===== config.mk =====
export PLATFORM = sky130hd
export DESIGN_NAME = four_motor_speed_pi_controller_top_flat
export DESIGN_NICKNAME = d
export VERILOG_FILES = /design/src/design/fmspi_pkg.sv /design/src/design/fmspi_if.sv /design/src/design/fmspi_ram.sv /design/src/design/fmspi_cfg.sv /design/src/design/fmspi_core.sv /design/src/design/four_motor_speed_pi_controller_top.sv /design/src/flat_wrapper.sv
export SDC_FILE = /design/constraint.sdc
export NUM_CORES = 2
export LEC_CHECK = 0
export ABC_AREA = 0
export BUFFER_PORTS_ARGS = -buffer_cell sky130_fd_sc_hd__buf_2
export CELL_PAD_IN_SITES_DETAIL_PLACEMENT = 1
export CELL_PAD_IN_SITES_GLOBAL_PLACEMENT = 1
export CORE_UTILIZATION = 25
export CTS_CLUSTER_SIZE = 10
export DETAILED_ROUTE_END_ITERATION = 12
export PLACE_DENSITY_LB_ADDON = 0.1
export SLEW_MARGIN = 15
export SYNTH_ARGS = -nofsm -noshare
export SYNTH_HDL_FRONTEND = slang
export SYNTH_SLANG_ARGS = --single-unit

===== constraint.sdc =====
create_clock -name clk -period 7.4 [get_ports clk]
set_input_delay 1.48 -clock clk [delete_from_list [all_inputs] [get_ports clk]]
set_output_delay 1.48 -clock clk [all_outputs]
set_load 0.03 [all_outputs]

===== src/design/fmspi_pkg.sv =====
package fmspi_pkg;

	localparam int MOTOR_COUNT_DEF   = 4;
	localparam int INTEGRAL_BITS_DEF = 40;
	localparam int OUT_FIELDS        = 4;

	// item field widths
	localparam int MIDX_W   = 2;
	localparam int SPEED_W  = 16;
	localparam int STAMP_W  = 32;
	localparam int TARGET_W = 18;
	localparam int WORD_W   = 16;

	// configuration register widths
	localparam int GAIN_W      = 8;
	localparam int THR_W       = 18;
	localparam int GAP_W       = 20;
	localparam int LIM_W       = 15;
	localparam int CFG_IDX_W   = 2;
	localparam int CFG_DATA_W  = 20;

	typedef enum logic [CFG_IDX_W-1:0] {
		REG_GAIN,
		REG_THRESHOLD,
		REG_GAP_LIMIT,
		REG_OUT_LIMIT
	} cfg_reg_t;

	typedef struct packed {
		logic [GAIN_W-1:0] gain;
		logic [THR_W-1:0]  threshold;
		logic [GAP_W-1:0]  gap_limit;
		logic [LIM_W-1:0]  out_limit;
	} cfg_t;

	localparam cfg_t CFG_RESET = '{
		gain:      GAIN_W'(65),
		threshold: THR_W'(25600),
		gap_limit: GAP_W'(2000),
		out_limit: LIM_W'(10000)
	};

	// datapath widths
	localparam int VMAG_W  = 15;   // magnitude of decoded rotor speed
	localparam int SPRD_W  = 36;   // |v| times speed reciprocal
	localparam int SMAG_W  = 18;   // magnitude of shaft speed, q8
	localparam int E_W     = 20;   // speed error, signed
	localparam int W_W     = 43;   // 1000*e + clamped integral, signed
	localparam int WABS_W  = 41;
	localparam int N_W     = 49;   // gain times magnitude
	localparam int Y_W     = 22;
	localparam int DPRD_W  = 45;

	// |v|*256/36 == (|v| * SPEED_RECIP) >> SPEED_SHIFT, exact for 15-bit |v|
	localparam logic [20:0] SPEED_RECIP = 21'd1864136;
	localparam int          SPEED_SHIFT = 18;

	// floor(y/125) == (y * DIV_RECIP) >> DIV_SHIFT, exact for 22-bit y
	localparam logic [22:0] DIV_RECIP   = 23'd4294968;
	localparam int          DIV_SHIFT   = 29;
	localparam int          SMALL_SHIFT = 11;   // 256000 = 2^11 * 125
	localparam int          BIG_SHIFT   = 9;    // divide by 512

	// quotients at or above this are past any output limit
	localparam logic [WORD_W-1:0] QUOT_CAP    = 16'd32768;
	localparam logic [N_W-1:0]    SMALL_SAT_N = 49'd8388608000;

	localparam logic signed [64:0] INTEG_CAP  = 65'sd1099511627776;
	localparam logic [WORD_W-1:0]  WORD_FULL  = 16'hFFFF;
	localparam logic [SPEED_W-1:0] RAW_FULL   = 16'hFFFF;
	localparam logic signed [W_W-1:0] E_SCALE = 43'sd1000;

endpackage


===== src/design/fmspi_if.sv =====
interface fmspi_fb_if import fmspi_pkg::*; ();
	logic                       valid;
	logic                       ready;
	logic [MIDX_W-1:0]          motor_index;
	logic [SPEED_W-1:0]         speed_raw;
	logic [STAMP_W-1:0]         time_us;
	logic signed [TARGET_W-1:0] target_speed;

	modport source (output valid, motor_index, speed_raw, time_us, target_speed, input ready);
	modport sink   (input valid, motor_index, speed_raw, time_us, target_speed, output ready);
endinterface

interface fmspi_drv_if import fmspi_pkg::*; ();
	logic              valid;
	logic              ready;
	logic [WORD_W-1:0] drive_word_0;
	logic [WORD_W-1:0] drive_word_1;
	logic [WORD_W-1:0] drive_word_2;
	logic [WORD_W-1:0] drive_word_3;

	modport source (output valid, drive_word_0, drive_word_1, drive_word_2, drive_word_3,
		input ready);
	modport sink   (input valid, drive_word_0, drive_word_1, drive_word_2, drive_word_3,
		output ready);
endinterface


===== src/design/fmspi_ram.sv =====
module fmspi_ram #(
	parameter int WIDTH = 8,
	parameter int DEPTH = 4
) (
	input  logic                                      clk,
	input  logic                                      we,
	input  logic [((DEPTH > 1) ? $clog2(DEPTH) : 1)-1:0] waddr,
	input  logic [WIDTH-1:0]                          wdata,
	input  logic                                      re,
	input  logic [((DEPTH > 1) ? $clog2(DEPTH) : 1)-1:0] raddr,
	output logic [WIDTH-1:0]                          rdata
);

	logic [WIDTH-1:0] mem [DEPTH];

	always_ff @(posedge clk) begin
		if (we) begin
			mem[waddr] <= wdata;
		end
		if (re) begin
			rdata <= mem[raddr];
		end
	end

endmodule


===== src/design/fmspi_cfg.sv =====
module fmspi_cfg import fmspi_pkg::*; (
	input  logic                  clk,
	input  logic                  arst_n,
	input  logic                  we,
	input  logic [CFG_IDX_W-1:0]  index,
	input  logic [CFG_DATA_W-1:0] wdata,
	output cfg_t                  cfg
);

	cfg_t cfg_q;

	always_ff @(posedge clk or negedge arst_n) begin
		if (!arst_n) begin
			cfg_q <= CFG_RESET;
		end else if (we) begin
			case (cfg_reg_t'(index))
				REG_GAIN:      cfg_q.gain      <= wdata[GAIN_W-1:0];
				REG_THRESHOLD: cfg_q.threshold <= wdata[THR_W-1:0];
				REG_GAP_LIMIT: cfg_q.gap_limit <= wdata[GAP_W-1:0];
				REG_OUT_LIMIT: cfg_q.out_limit <= wdata[LIM_W-1:0];
				default: ;
			endcase
		end
	end

	assign cfg = cfg_q;

endmodule


===== src/design/fmspi_core.sv =====
module fmspi_core import fmspi_pkg::*; #(
	parameter int MOTOR_COUNT   = MOTOR_COUNT_DEF,
	parameter int INTEGRAL_BITS = INTEGRAL_BITS_DEF
) (
	input  logic        clk,
	input  logic        arst_n,
	input  cfg_t        cfg,
	fmspi_fb_if.sink    feedback,
	fmspi_drv_if.source drive
);

	localparam int AW    = (MOTOR_COUNT > 1) ? $clog2(MOTOR_COUNT) : 1;
	localparam int IB    = INTEGRAL_BITS;
	localparam int RAM_W = STAMP_W + IB;

	typedef enum logic [2:0] {
		ST_IDLE,
		ST_S1,
		ST_S2,
		ST_S3,
		ST_S4,
		ST_S5,
		ST_S6
	} state_t;

	state_t                 state_q;
	logic [MOTOR_COUNT-1:0] seen_q;
	logic [MOTOR_COUNT-1:0] vld_q;
	logic                   init_q;
	logic [WORD_W-1:0]      held_q [MOTOR_COUNT];
	logic                   out_valid_q;
	logic [WORD_W-1:0]      words_q [OUT_FIELDS];

	// item registers
	logic [STAMP_W-1:0]         time_q;
	logic signed [TARGET_W-1:0] target_q;
	logic [MIDX_W-1:0]          midx_q;
	logic                       act_q;
	logic                       upd_q;
	logic [SPRD_W-1:0]          prod_s1;
	logic                       vneg_s1;
	logic signed [E_W-1:0]      e_s2;
	logic signed [IB-1:0]       sum_s2;
	logic signed [E_W-1:0]      e_s3;
	logic [E_W-1:0]             eabs_s3;
	logic                       small_s3;
	logic signed [IB-1:0]       sum_s3;
	logic signed [W_W-1:0]      w_s4;
	logic [N_W-1:0]             n_s5;
	logic                       neg_s5;
	logic                       small_s5;
	logic [WORD_W-1:0]          q_s6;
	logic                       neg_s6;

	logic accept;
	assign feedback.ready = (state_q == ST_IDLE);
	assign accept = feedback.valid && feedback.ready;

	// decode raw word: negative half maps to raw - 65535
	logic               raw_neg;
	logic [VMAG_W-1:0]  v_mag;
	logic [SPEED_W-1:0] raw_comp;
	assign raw_neg  = feedback.speed_raw[SPEED_W-1];
	assign raw_comp = RAW_FULL - feedback.speed_raw;
	assign v_mag    = raw_neg ? raw_comp[VMAG_W-1:0] : feedback.speed_raw[VMAG_W-1:0];

	logic [MOTOR_COUNT-1:0] motor_bit;
	logic [AW-1:0]          addr;
	logic                   idx_ok;
	assign motor_bit = MOTOR_COUNT'(1) << midx_q;
	assign idx_ok    = |motor_bit;
	assign addr      = AW'(midx_q);

	logic              ram_we;
	logic [RAM_W-1:0]  ram_wdata;
	logic [RAM_W-1:0]  ram_rdata;

	fmspi_ram #(
		.WIDTH(RAM_W),
		.DEPTH(MOTOR_COUNT)
	) u_ram (
		.clk  (clk),
		.we   (ram_we),
		.waddr(addr),
		.wdata(ram_wdata),
		.re   (accept),
		.raddr(AW'(feedback.motor_index)),
		.rdata(ram_rdata)
	);

	// s1: speed error and gap check
	logic [SMAG_W-1:0]     speed_mag;
	logic signed [E_W-1:0] speed;
	logic signed [E_W-1:0] e_now;
	logic                  rd_ok;
	logic [STAMP_W-1:0]    rd_stamp;
	logic signed [IB-1:0]  rd_sum;
	logic [STAMP_W-1:0]    gap;
	logic                  act;
	logic                  upd;

	assign speed_mag = prod_s1[SPRD_W-1:SPEED_SHIFT];
	assign speed     = vneg_s1 ? -$signed({2'b00, speed_mag}) : $signed({2'b00, speed_mag});
	assign e_now     = E_W'(target_q) - speed;
	assign rd_ok     = |(vld_q & motor_bit);
	assign rd_stamp  = rd_ok ? ram_rdata[STAMP_W-1:0] : '0;
	assign rd_sum    = rd_ok ? $signed(ram_rdata[RAM_W-1:STAMP_W]) : '0;
	assign gap       = time_q - rd_stamp;
	assign act       = idx_ok && !(|(seen_q & motor_bit));
	assign upd       = act && init_q && (gap < STAMP_W'(cfg.gap_limit));

	// s2: saturating integral update
	logic [IB:0]          sum_wide;
	logic signed [IB-1:0] sum_sat;
	logic [E_W-1:0]       e_abs;
	assign sum_wide = {sum_s2[IB-1], sum_s2} + (IB+1)'(e_s2);
	always_comb begin
		if (sum_wide[IB] != sum_wide[IB-1]) begin
			sum_sat = sum_wide[IB] ? {1'b1, {(IB-1){1'b0}}} : {1'b0, {(IB-1){1'b1}}};
		end else begin
			sum_sat = sum_wide[IB-1:0];
		end
	end
	assign e_abs = e_s2[E_W-1] ? E_W'(-e_s2) : E_W'(e_s2);

	// s3: 1000*e plus the integral capped at 2^40
	logic signed [64:0] sum_x;
	logic signed [64:0] sum_c;
	assign sum_x = 65'(sum_s3);
	always_comb begin
		if (sum_x > INTEG_CAP) begin
			sum_c = INTEG_CAP;
		end else if (sum_x < -INTEG_CAP) begin
			sum_c = -INTEG_CAP;
		end else begin
			sum_c = sum_x;
		end
	end

	// s4: gain multiply on magnitude
	logic [W_W-1:0]    w_abs;
	logic [WABS_W-1:0] mag_in;
	assign w_abs  = w_s4[W_W-1] ? W_W'(-w_s4) : W_W'(w_s4);
	assign mag_in = small_s3 ? w_abs[WABS_W-1:0] : WABS_W'(eabs_s3);

	// s5: divide by 256000 or by 512, capped past the output range
	logic [Y_W-1:0]            y_div;
	logic [DPRD_W-1:0]         dprod;
	logic [N_W-BIG_SHIFT-1:0]  t_big;
	logic [WORD_W-1:0]         q_next;
	assign y_div = n_s5[SMALL_SHIFT+Y_W-1:SMALL_SHIFT];
	assign dprod = DPRD_W'(y_div) * DPRD_W'(DIV_RECIP);
	assign t_big = n_s5[N_W-1:BIG_SHIFT];
	always_comb begin
		if (small_s5) begin
			q_next = (n_s5 >= SMALL_SAT_N) ? QUOT_CAP : dprod[DIV_SHIFT+WORD_W-1:DIV_SHIFT];
		end else begin
			q_next = (t_big >= (N_W-BIG_SHIFT)'(QUOT_CAP)) ? QUOT_CAP : t_big[WORD_W-1:0];
		end
	end

	// s6: clamp, encode, write back, round bookkeeping
	logic [LIM_W-1:0]       cmd_mag;
	logic [WORD_W-1:0]      word;
	logic [MOTOR_COUNT-1:0] seen_next;
	logic                   round_done;
	logic                   emit;
	logic                   go;
	logic [WORD_W-1:0]      next_word [OUT_FIELDS];

	assign cmd_mag    = (q_s6 > WORD_W'(cfg.out_limit)) ? cfg.out_limit : q_s6[LIM_W-1:0];
	assign word       = (neg_s6 && (cmd_mag != '0)) ? WORD_FULL - WORD_W'(cmd_mag)
		: WORD_W'(cmd_mag);
	assign seen_next  = seen_q | motor_bit;
	assign round_done = act_q && (seen_next == '1);
	assign emit       = round_done && init_q;
	assign go         = (state_q == ST_S6) && !(emit && out_valid_q && !drive.ready);
	assign ram_we     = go && act_q;
	assign ram_wdata  = {sum_s3, time_q};

	for (genvar j = 0; j < OUT_FIELDS; j++) begin : g_word
		if (j < MOTOR_COUNT) begin : g_live
			assign next_word[j] = (upd_q && (addr == AW'(j))) ? word : held_q[j];
		end else begin : g_none
			assign next_word[j] = '0;
		end
	end

	always_ff @(posedge clk or negedge arst_n) begin
		if (!arst_n) begin
			state_q     <= ST_IDLE;
			seen_q      <= '0;
			vld_q       <= '0;
			init_q      <= 1'b0;
			out_valid_q <= 1'b0;
			for (int i = 0; i < MOTOR_COUNT; i++) begin
				held_q[i] <= '0;
			end
			for (int i = 0; i < OUT_FIELDS; i++) begin
				words_q[i] <= '0;
			end
		end else begin
			// a new item loaded in the same cycle keeps valid high
			if (out_valid_q && drive.ready && !(go && emit)) begin
				out_valid_q <= 1'b0;
			end
			case (state_q)
				ST_IDLE: if (accept) state_q <= ST_S1;
				ST_S1:   state_q <= ST_S2;
				ST_S2:   state_q <= ST_S3;
				ST_S3:   state_q <= ST_S4;
				ST_S4:   state_q <= ST_S5;
				ST_S5:   state_q <= ST_S6;
				ST_S6: begin
					if (go) begin
						state_q <= ST_IDLE;
						if (act_q) begin
							vld_q <= vld_q | motor_bit;
							seen_q <= round_done ? '0 : seen_next;
							if (round_done) begin
								init_q <= 1'b1;
							end
						end
						if (upd_q) begin
							held_q[addr] <= word;
						end
						if (emit) begin
							out_valid_q <= 1'b1;
							for (int i = 0; i < OUT_FIELDS; i++) begin
								words_q[i] <= next_word[i];
							end
						end
					end
				end
				default: state_q <= ST_IDLE;
			endcase
		end
	end

	always_ff @(posedge clk) begin
		if (accept) begin
			time_q   <= feedback.time_us;
			target_q <= feedback.target_speed;
			midx_q   <= feedback.motor_index;
			prod_s1  <= SPRD_W'(v_mag) * SPRD_W'(SPEED_RECIP);
			vneg_s1  <= raw_neg;
		end
		case (state_q)
			ST_S1: begin
				e_s2   <= e_now;
				sum_s2 <= rd_sum;
				act_q  <= act;
				upd_q  <= upd;
			end
			ST_S2: begin
				sum_s3   <= upd_q ? sum_sat : sum_s2;
				e_s3     <= e_s2;
				eabs_s3  <= e_abs;
				small_s3 <= e_abs < E_W'(cfg.threshold);
			end
			ST_S3: begin
				w_s4 <= W_W'(sum_c) + W_W'(e_s3) * E_SCALE;
			end
			ST_S4: begin
				n_s5     <= N_W'(cfg.gain) * N_W'(mag_in);
				neg_s5   <= small_s3 ? w_s4[W_W-1] : e_s3[E_W-1];
				small_s5 <= small_s3;
			end
			ST_S5: begin
				q_s6   <= q_next;
				neg_s6 <= neg_s5;
			end
			default: ;
		endcase
	end

	assign drive.valid        = out_valid_q;
	assign drive.drive_word_0 = words_q[0];
	assign drive.drive_word_1 = words_q[1];
	assign drive.drive_word_2 = words_q[2];
	assign drive.drive_word_3 = words_q[3];

	a_emit_ends_round: assert property (@(posedge clk) disable iff (!arst_n)
		$rose(out_valid_q) |-> $past(state_q == ST_S6) && init_q && (seen_q == '0))
		else $error("drive item raised outside a completed round");

	a_init_sticky: assert property (@(posedge clk) disable iff (!arst_n)
		init_q |=> init_q)
		else $error("init flag dropped");

	a_update_after_init: assert property (@(posedge clk) disable iff (!arst_n)
		(state_q == ST_S6 && upd_q) |-> (init_q && act_q))
		else $error("controller update during startup round or ignored frame");

	a_no_emit_startup: assert property (@(posedge clk) disable iff (!arst_n)
		(state_q == ST_S6 && !init_q) |=> !$rose(out_valid_q))
		else $error("drive item emitted by startup round");

endmodule


===== src/design/four_motor_speed_pi_controller_top.sv =====
// output: a drive item is registered when the feedback item that completes a round leaves S6
// input: one feedback item at a time; the single-item sequencer is idle again only after it walks
//   state ram read, error, integral update, gain multiply, reciprocal divide and write-back
// reset: asynchronous, clears the sequencer, round mask and held commands, loads register
//   defaults; per-motor valid flags make the state ram read as zero until first written
module four_motor_speed_pi_controller_top import fmspi_pkg::*; #(
	parameter int MOTOR_COUNT   = MOTOR_COUNT_DEF,
	parameter int INTEGRAL_BITS = INTEGRAL_BITS_DEF
) (
	input  logic                  clk,
	input  logic                  arst_n,
	input  logic                  cfg_we,
	input  logic [CFG_IDX_W-1:0]  cfg_index,
	input  logic [CFG_DATA_W-1:0] cfg_wdata,
	fmspi_fb_if.sink              feedback,
	fmspi_drv_if.source           drive
);

	cfg_t cfg;

	fmspi_cfg u_cfg (
		.clk   (clk),
		.arst_n(arst_n),
		.we    (cfg_we),
		.index (cfg_index),
		.wdata (cfg_wdata),
		.cfg   (cfg)
	);

	fmspi_core #(
		.MOTOR_COUNT  (MOTOR_COUNT),
		.INTEGRAL_BITS(INTEGRAL_BITS)
	) u_core (
		.clk     (clk),
		.arst_n  (arst_n),
		.cfg     (cfg),
		.feedback(feedback),
		.drive   (drive)
	);

endmodule

===== src/flat_wrapper.sv =====
// flat-port wrapper written by rule: the top's interface ports become plain ports
module four_motor_speed_pi_controller_top_flat import fmspi_pkg::*;
#(
	parameter int MOTOR_COUNT   = MOTOR_COUNT_DEF,
	parameter int INTEGRAL_BITS = INTEGRAL_BITS_DEF
)
  (clk, arst_n, cfg_we, cfg_index, cfg_wdata, feedback_valid, feedback_motor_index, feedback_speed_raw, feedback_time_us, feedback_target_speed, feedback_ready, drive_valid, drive_drive_word_0, drive_drive_word_1, drive_drive_word_2, drive_drive_word_3, drive_ready);
  fmspi_fb_if feedback_i ();
  fmspi_drv_if drive_i ();
  input  logic clk;
  input  logic arst_n;
  input  logic cfg_we;
  input  logic [CFG_IDX_W-1:0] cfg_index;
  input  logic [CFG_DATA_W-1:0] cfg_wdata;
  input wire logic [$bits(feedback_i.valid)-1:0] feedback_valid;
  input wire logic [$bits(feedback_i.motor_index)-1:0] feedback_motor_index;
  input wire logic [$bits(feedback_i.speed_raw)-1:0] feedback_speed_raw;
  input wire logic [$bits(feedback_i.time_us)-1:0] feedback_time_us;
  input wire logic [$bits(feedback_i.target_speed)-1:0] feedback_target_speed;
  output wire logic [$bits(feedback_i.ready)-1:0] feedback_ready;
  output wire logic [$bits(drive_i.valid)-1:0] drive_valid;
  output wire logic [$bits(drive_i.drive_word_0)-1:0] drive_drive_word_0;
  output wire logic [$bits(drive_i.drive_word_1)-1:0] drive_drive_word_1;
  output wire logic [$bits(drive_i.drive_word_2)-1:0] drive_drive_word_2;
  output wire logic [$bits(drive_i.drive_word_3)-1:0] drive_drive_word_3;
  input wire logic [$bits(drive_i.ready)-1:0] drive_ready;
  assign feedback_i.valid = feedback_valid;
  assign feedback_i.motor_index = feedback_motor_index;
  assign feedback_i.speed_raw = feedback_speed_raw;
  assign feedback_i.time_us = feedback_time_us;
  assign feedback_i.target_speed = feedback_target_speed;
  assign feedback_ready = feedback_i.ready;
  assign drive_valid = drive_i.valid;
  assign drive_drive_word_0 = drive_i.drive_word_0;
  assign drive_drive_word_1 = drive_i.drive_word_1;
  assign drive_drive_word_2 = drive_i.drive_word_2;
  assign drive_drive_word_3 = drive_i.drive_word_3;
  assign drive_i.ready = drive_ready;
  four_motor_speed_pi_controller_top #(.MOTOR_COUNT(MOTOR_COUNT), .INTEGRAL_BITS(INTEGRAL_BITS)) u_core (.clk(clk), .arst_n(arst_n), .cfg_we(cfg_we), .cfg_index(cfg_index), .cfg_wdata(cfg_wdata), .feedback(feedback_i), .drive(drive_i));
endmodule

==> out/metrics.cfg <==
[run_status]
status=finished, violations left
violations=design-rule violations

[floorplan]
die_w_um=515
num_rows=188
die_area_sq_um=265000
die_h_um=515
placeableCoreArea_sq_um=262000
pin_count=161
initial_core_util=0.251

[routing]
drc=2
vias_per_cell=4.51
routed_wl_um=207000
initialDrtViolationCount=1956
vias=45400
wl_per_cell_um=20.6
ant_nets=0
drt_pass1_iterations=9

[setup_path]
cp_common_cell=fa_1
critical_path.top_delay_family=compound AO/OA/AOI/OAI gates
endpoint=u_core.u_core.n_s5[47]$_DFFE_PP_
critPathRequiredTime_ps=7860
cpMaxStageDelayCell=fa_2
critical_path_depth=25
crit_type=reg2reg
reg2regPathDepth=25
cp-end-kind=flip-flop
r2r_slack_ps=100
arrival_ps=7760
worst_r2r_endpoint=u_core.u_core.n_s5[47]$_DFFE_PP_
slowest_delay_ps=570
setup.worst_path.start=u_core.u_core.w_s4[7]$_DFFE_PP_
worstPathBufferInverterCount=3
start_kind=flip-flop
critPathMaxFanout=7
r2r_start=u_core.u_core.w_s4[7]$_DFFE_PP_

[placement]
dp_hpwl_um=159000
port_buffers=160
dpl_cell_area_sq_um=74100
finalWeightedCongestion=0.778

[cts]
clock_latency_ps=770
cts_root_buf=clkbuf_16
clock_path_buffers=3
tritoncts=done
cts-buffers-inserted=108
clock-sinks=885
htreeDepth=3
cts_hold_buf=0
path_clk_slew_ps=50

[final_layout]
seq_area_sq_um=25600
final_util=0.301
stdcell_area_sq_um=78900
fin_nets=7698
fill_cells=29100
syn_to_final_growth_pct=19.9
final_layout_size_suffix_gt1_frac=0.186
multi_input_area_sq_um=37600

[synthesis]
synth-seq-cells=885
yosysUniqueCellTypes=86
yosys_most_used_dff=edfxtp_1
synthArstFlopShare=0.228
ys_top_cells_by_area=edfxtp_1 (31%), fa_1 (15%), ha_1 (12%)
synth_top_area_cell=edfxtp_1
synth_edf_count=683
syn_area_sq_um=65800
ys_top_cells_by_count=inv_1 (894), edfxtp_1 (683), ha_1 (634)
synth.top_cell.area_share=0.311
yosysSeqAreaShare=0.389
syn_avg_cell_area_sq_um=11.1
synth.net_count=7118
yosysWarnings=0
synth.most_common_cell=inv_1
synth_cells=5912

[global_route]
antenna_found_initial=20
gr-total-overflow=0
grt_first_pass_wirelength_um=318000
grt_usage=0.158
grt_pass1_vias=50500
grt_start_max_net_pins=130

[sta]
finalClockSkew_ps=84.4
period_share=0.986
fin_setup_tns_ps=0
finalHoldViolations=0
period_needed_ps=7300
finalMaxSlewViolations=0
rsz0062_at_grt=true
setup_violations=0
fmax_ghz=0.137
relSlewSlack=0.231
tightestPinTransition_ps=1150

[worst_hold_path]
hold_path_class=reg2reg
hold_path_depth=0

[run]
drv_cap=0

==> stage by stage <==
| stage | hold WS [ps] | cells | setup WS [ps] |
|---|---|---|---|
| after global placement | 450 | 9854 | -461 |
| after CTS | 470 | 10000 | -105 |
| after global routing | 470 | 10100 | -197 |
| after detailed placement | 456 | 9854 | -556 |
| after floorplan | 400 | 5912 | 2.28 |
| final | 459 | 10100 | 102 |
==> layout by cell type (no fill, tap or decap), types with 30 or more instances in the layout <==
cell | Yosys | routed
ha_1 | 634 | 604
nor2_1 | 209 | 204
fa_1 | 477 | 470
nand4_1 | 30 | 30
and3_1 | 197 | 190
xor2_1 | 115 | 107
and2_1 | 132 | 119
clkbuf_16 | 0 | 109
buf_2 | 4 | 157
inv_1 | 894 | 861
o21a_1 | 39 | 39
buf_4 | 0 | 466
mux2_2 | 62 | 62
xnor2_1 | 174 | 163
nor3_1 | 71 | 65
nand2_1 | 291 | 277
inv_2 | 0 | 33
mux4_2 | 74 | 73
edfxtp_1 | 683 | 683
nand3_1 | 159 | 157
nor2b_1 | 102 | 98
nand2b_1 | 60 | 57
o21ai_0 | 250 | 230
a21oi_1 | 304 | 273
dfrtp_1 | 186 | 186
a21o_1 | 121 | 121
==> flip-flops by register name (all words and copies together) (netlist names), 18 cells and up <==
register / flops
u_core.u_core.target_q: 18
u_core.u_core.sum_s2: 40
u_core.u_core.sum_s3: 40
u_core.u_core.w_s4: 42
u_core.u_core.u_ram.mem: 288
u_core.u_cfg.cfg: 61
u_core.u_core.n_s5: 49
u_core.u_core.u_ram.rdata: 72
u_core.u_core.eabs_s3: 19
u_core.u_core.time_q: 32
u_core.u_core.held_q: 64
u_core.u_core.e_s2: 20
u_core.u_core.prod_s1: 18
u_core.u_core.e_s3: 20
==> routing by layer <==
layer,wire length (um),vias up,GRT usage
met5,53,-,0
met4,5050,8,0.0384
met2,97900,423,0.263
met1,99400,23100,0.216
met3,5050,214,0.0177
li1,-,21600,-
==> how the worst min path moves through the flow <==
stage / from / endpoint / slack, ps
after floorplan: u_core.u_core.neg_s5$_DFFE_PP_ / u_core.u_core.neg_s6$_DFFE_PN_ / 400
after global placement: u_core.u_core.vld_q[1]$_DFFE_PN0P_ / u_core.u_core.vld_q[1]$_DFFE_PN0P_ / 450
after detailed placement: u_core.u_core.vld_q[3]$_DFFE_PN0P_ / u_core.u_core.vld_q[3]$_DFFE_PN0P_ / 460
after CTS: u_core.u_core.vld_q[0]$_DFFE_PN0P_ / u_core.u_core.vld_q[0]$_DFFE_PN0P_ / 470
after global routing: u_core.u_core.neg_s5$_DFFE_PP_ / u_core.u_core.neg_s6$_DFFE_PN_ / 470
final: u_core.u_core.neg_s5$_DFFE_PP_ / u_core.u_core.neg_s6$_DFFE_PN_ / 460
==> timing repair <==
item                       CTS  global route
setup endpoints to repair   21            26
gates cloned                 0             0
pin swaps                   87           132
buffers inserted            22            21
gates resized for setup    116           140
==> final cells by class <==
type | count | area share
repair buffers | 653 | 0.0594
inverters | 894 | 0.0425
clock inverters | 27 | 0.00460
multi-input cells | 3950 | 0.476
clock buffers | 142 | 0.0370
flip-flops and latches | 885 | 0.324
well taps | 3515 | 0.0557
diodes | 6 | 0.000190
==> cell families (layout without fill, tap and decap cells) <==
family | after synthesis | after routing | synth area share
flops | 885 | 885 | 0.389
other cells | 0 | 6 | 0
buf+inv | 1077 | 1716 | 0.0615
mux | 150 | 150 | 0.0380
simple gates | 1391 | 1391 | 0.111
compound gates | 1009 | 1009 | 0.0969
xor+xnor | 289 | 289 | 0.0384
fa+ha+maj | 1111 | 1111 | 0.265
Power is left out: the tool's default activity adds up to more than one toggle a clock period on the data nets, which glitch-free logic cannot reach.
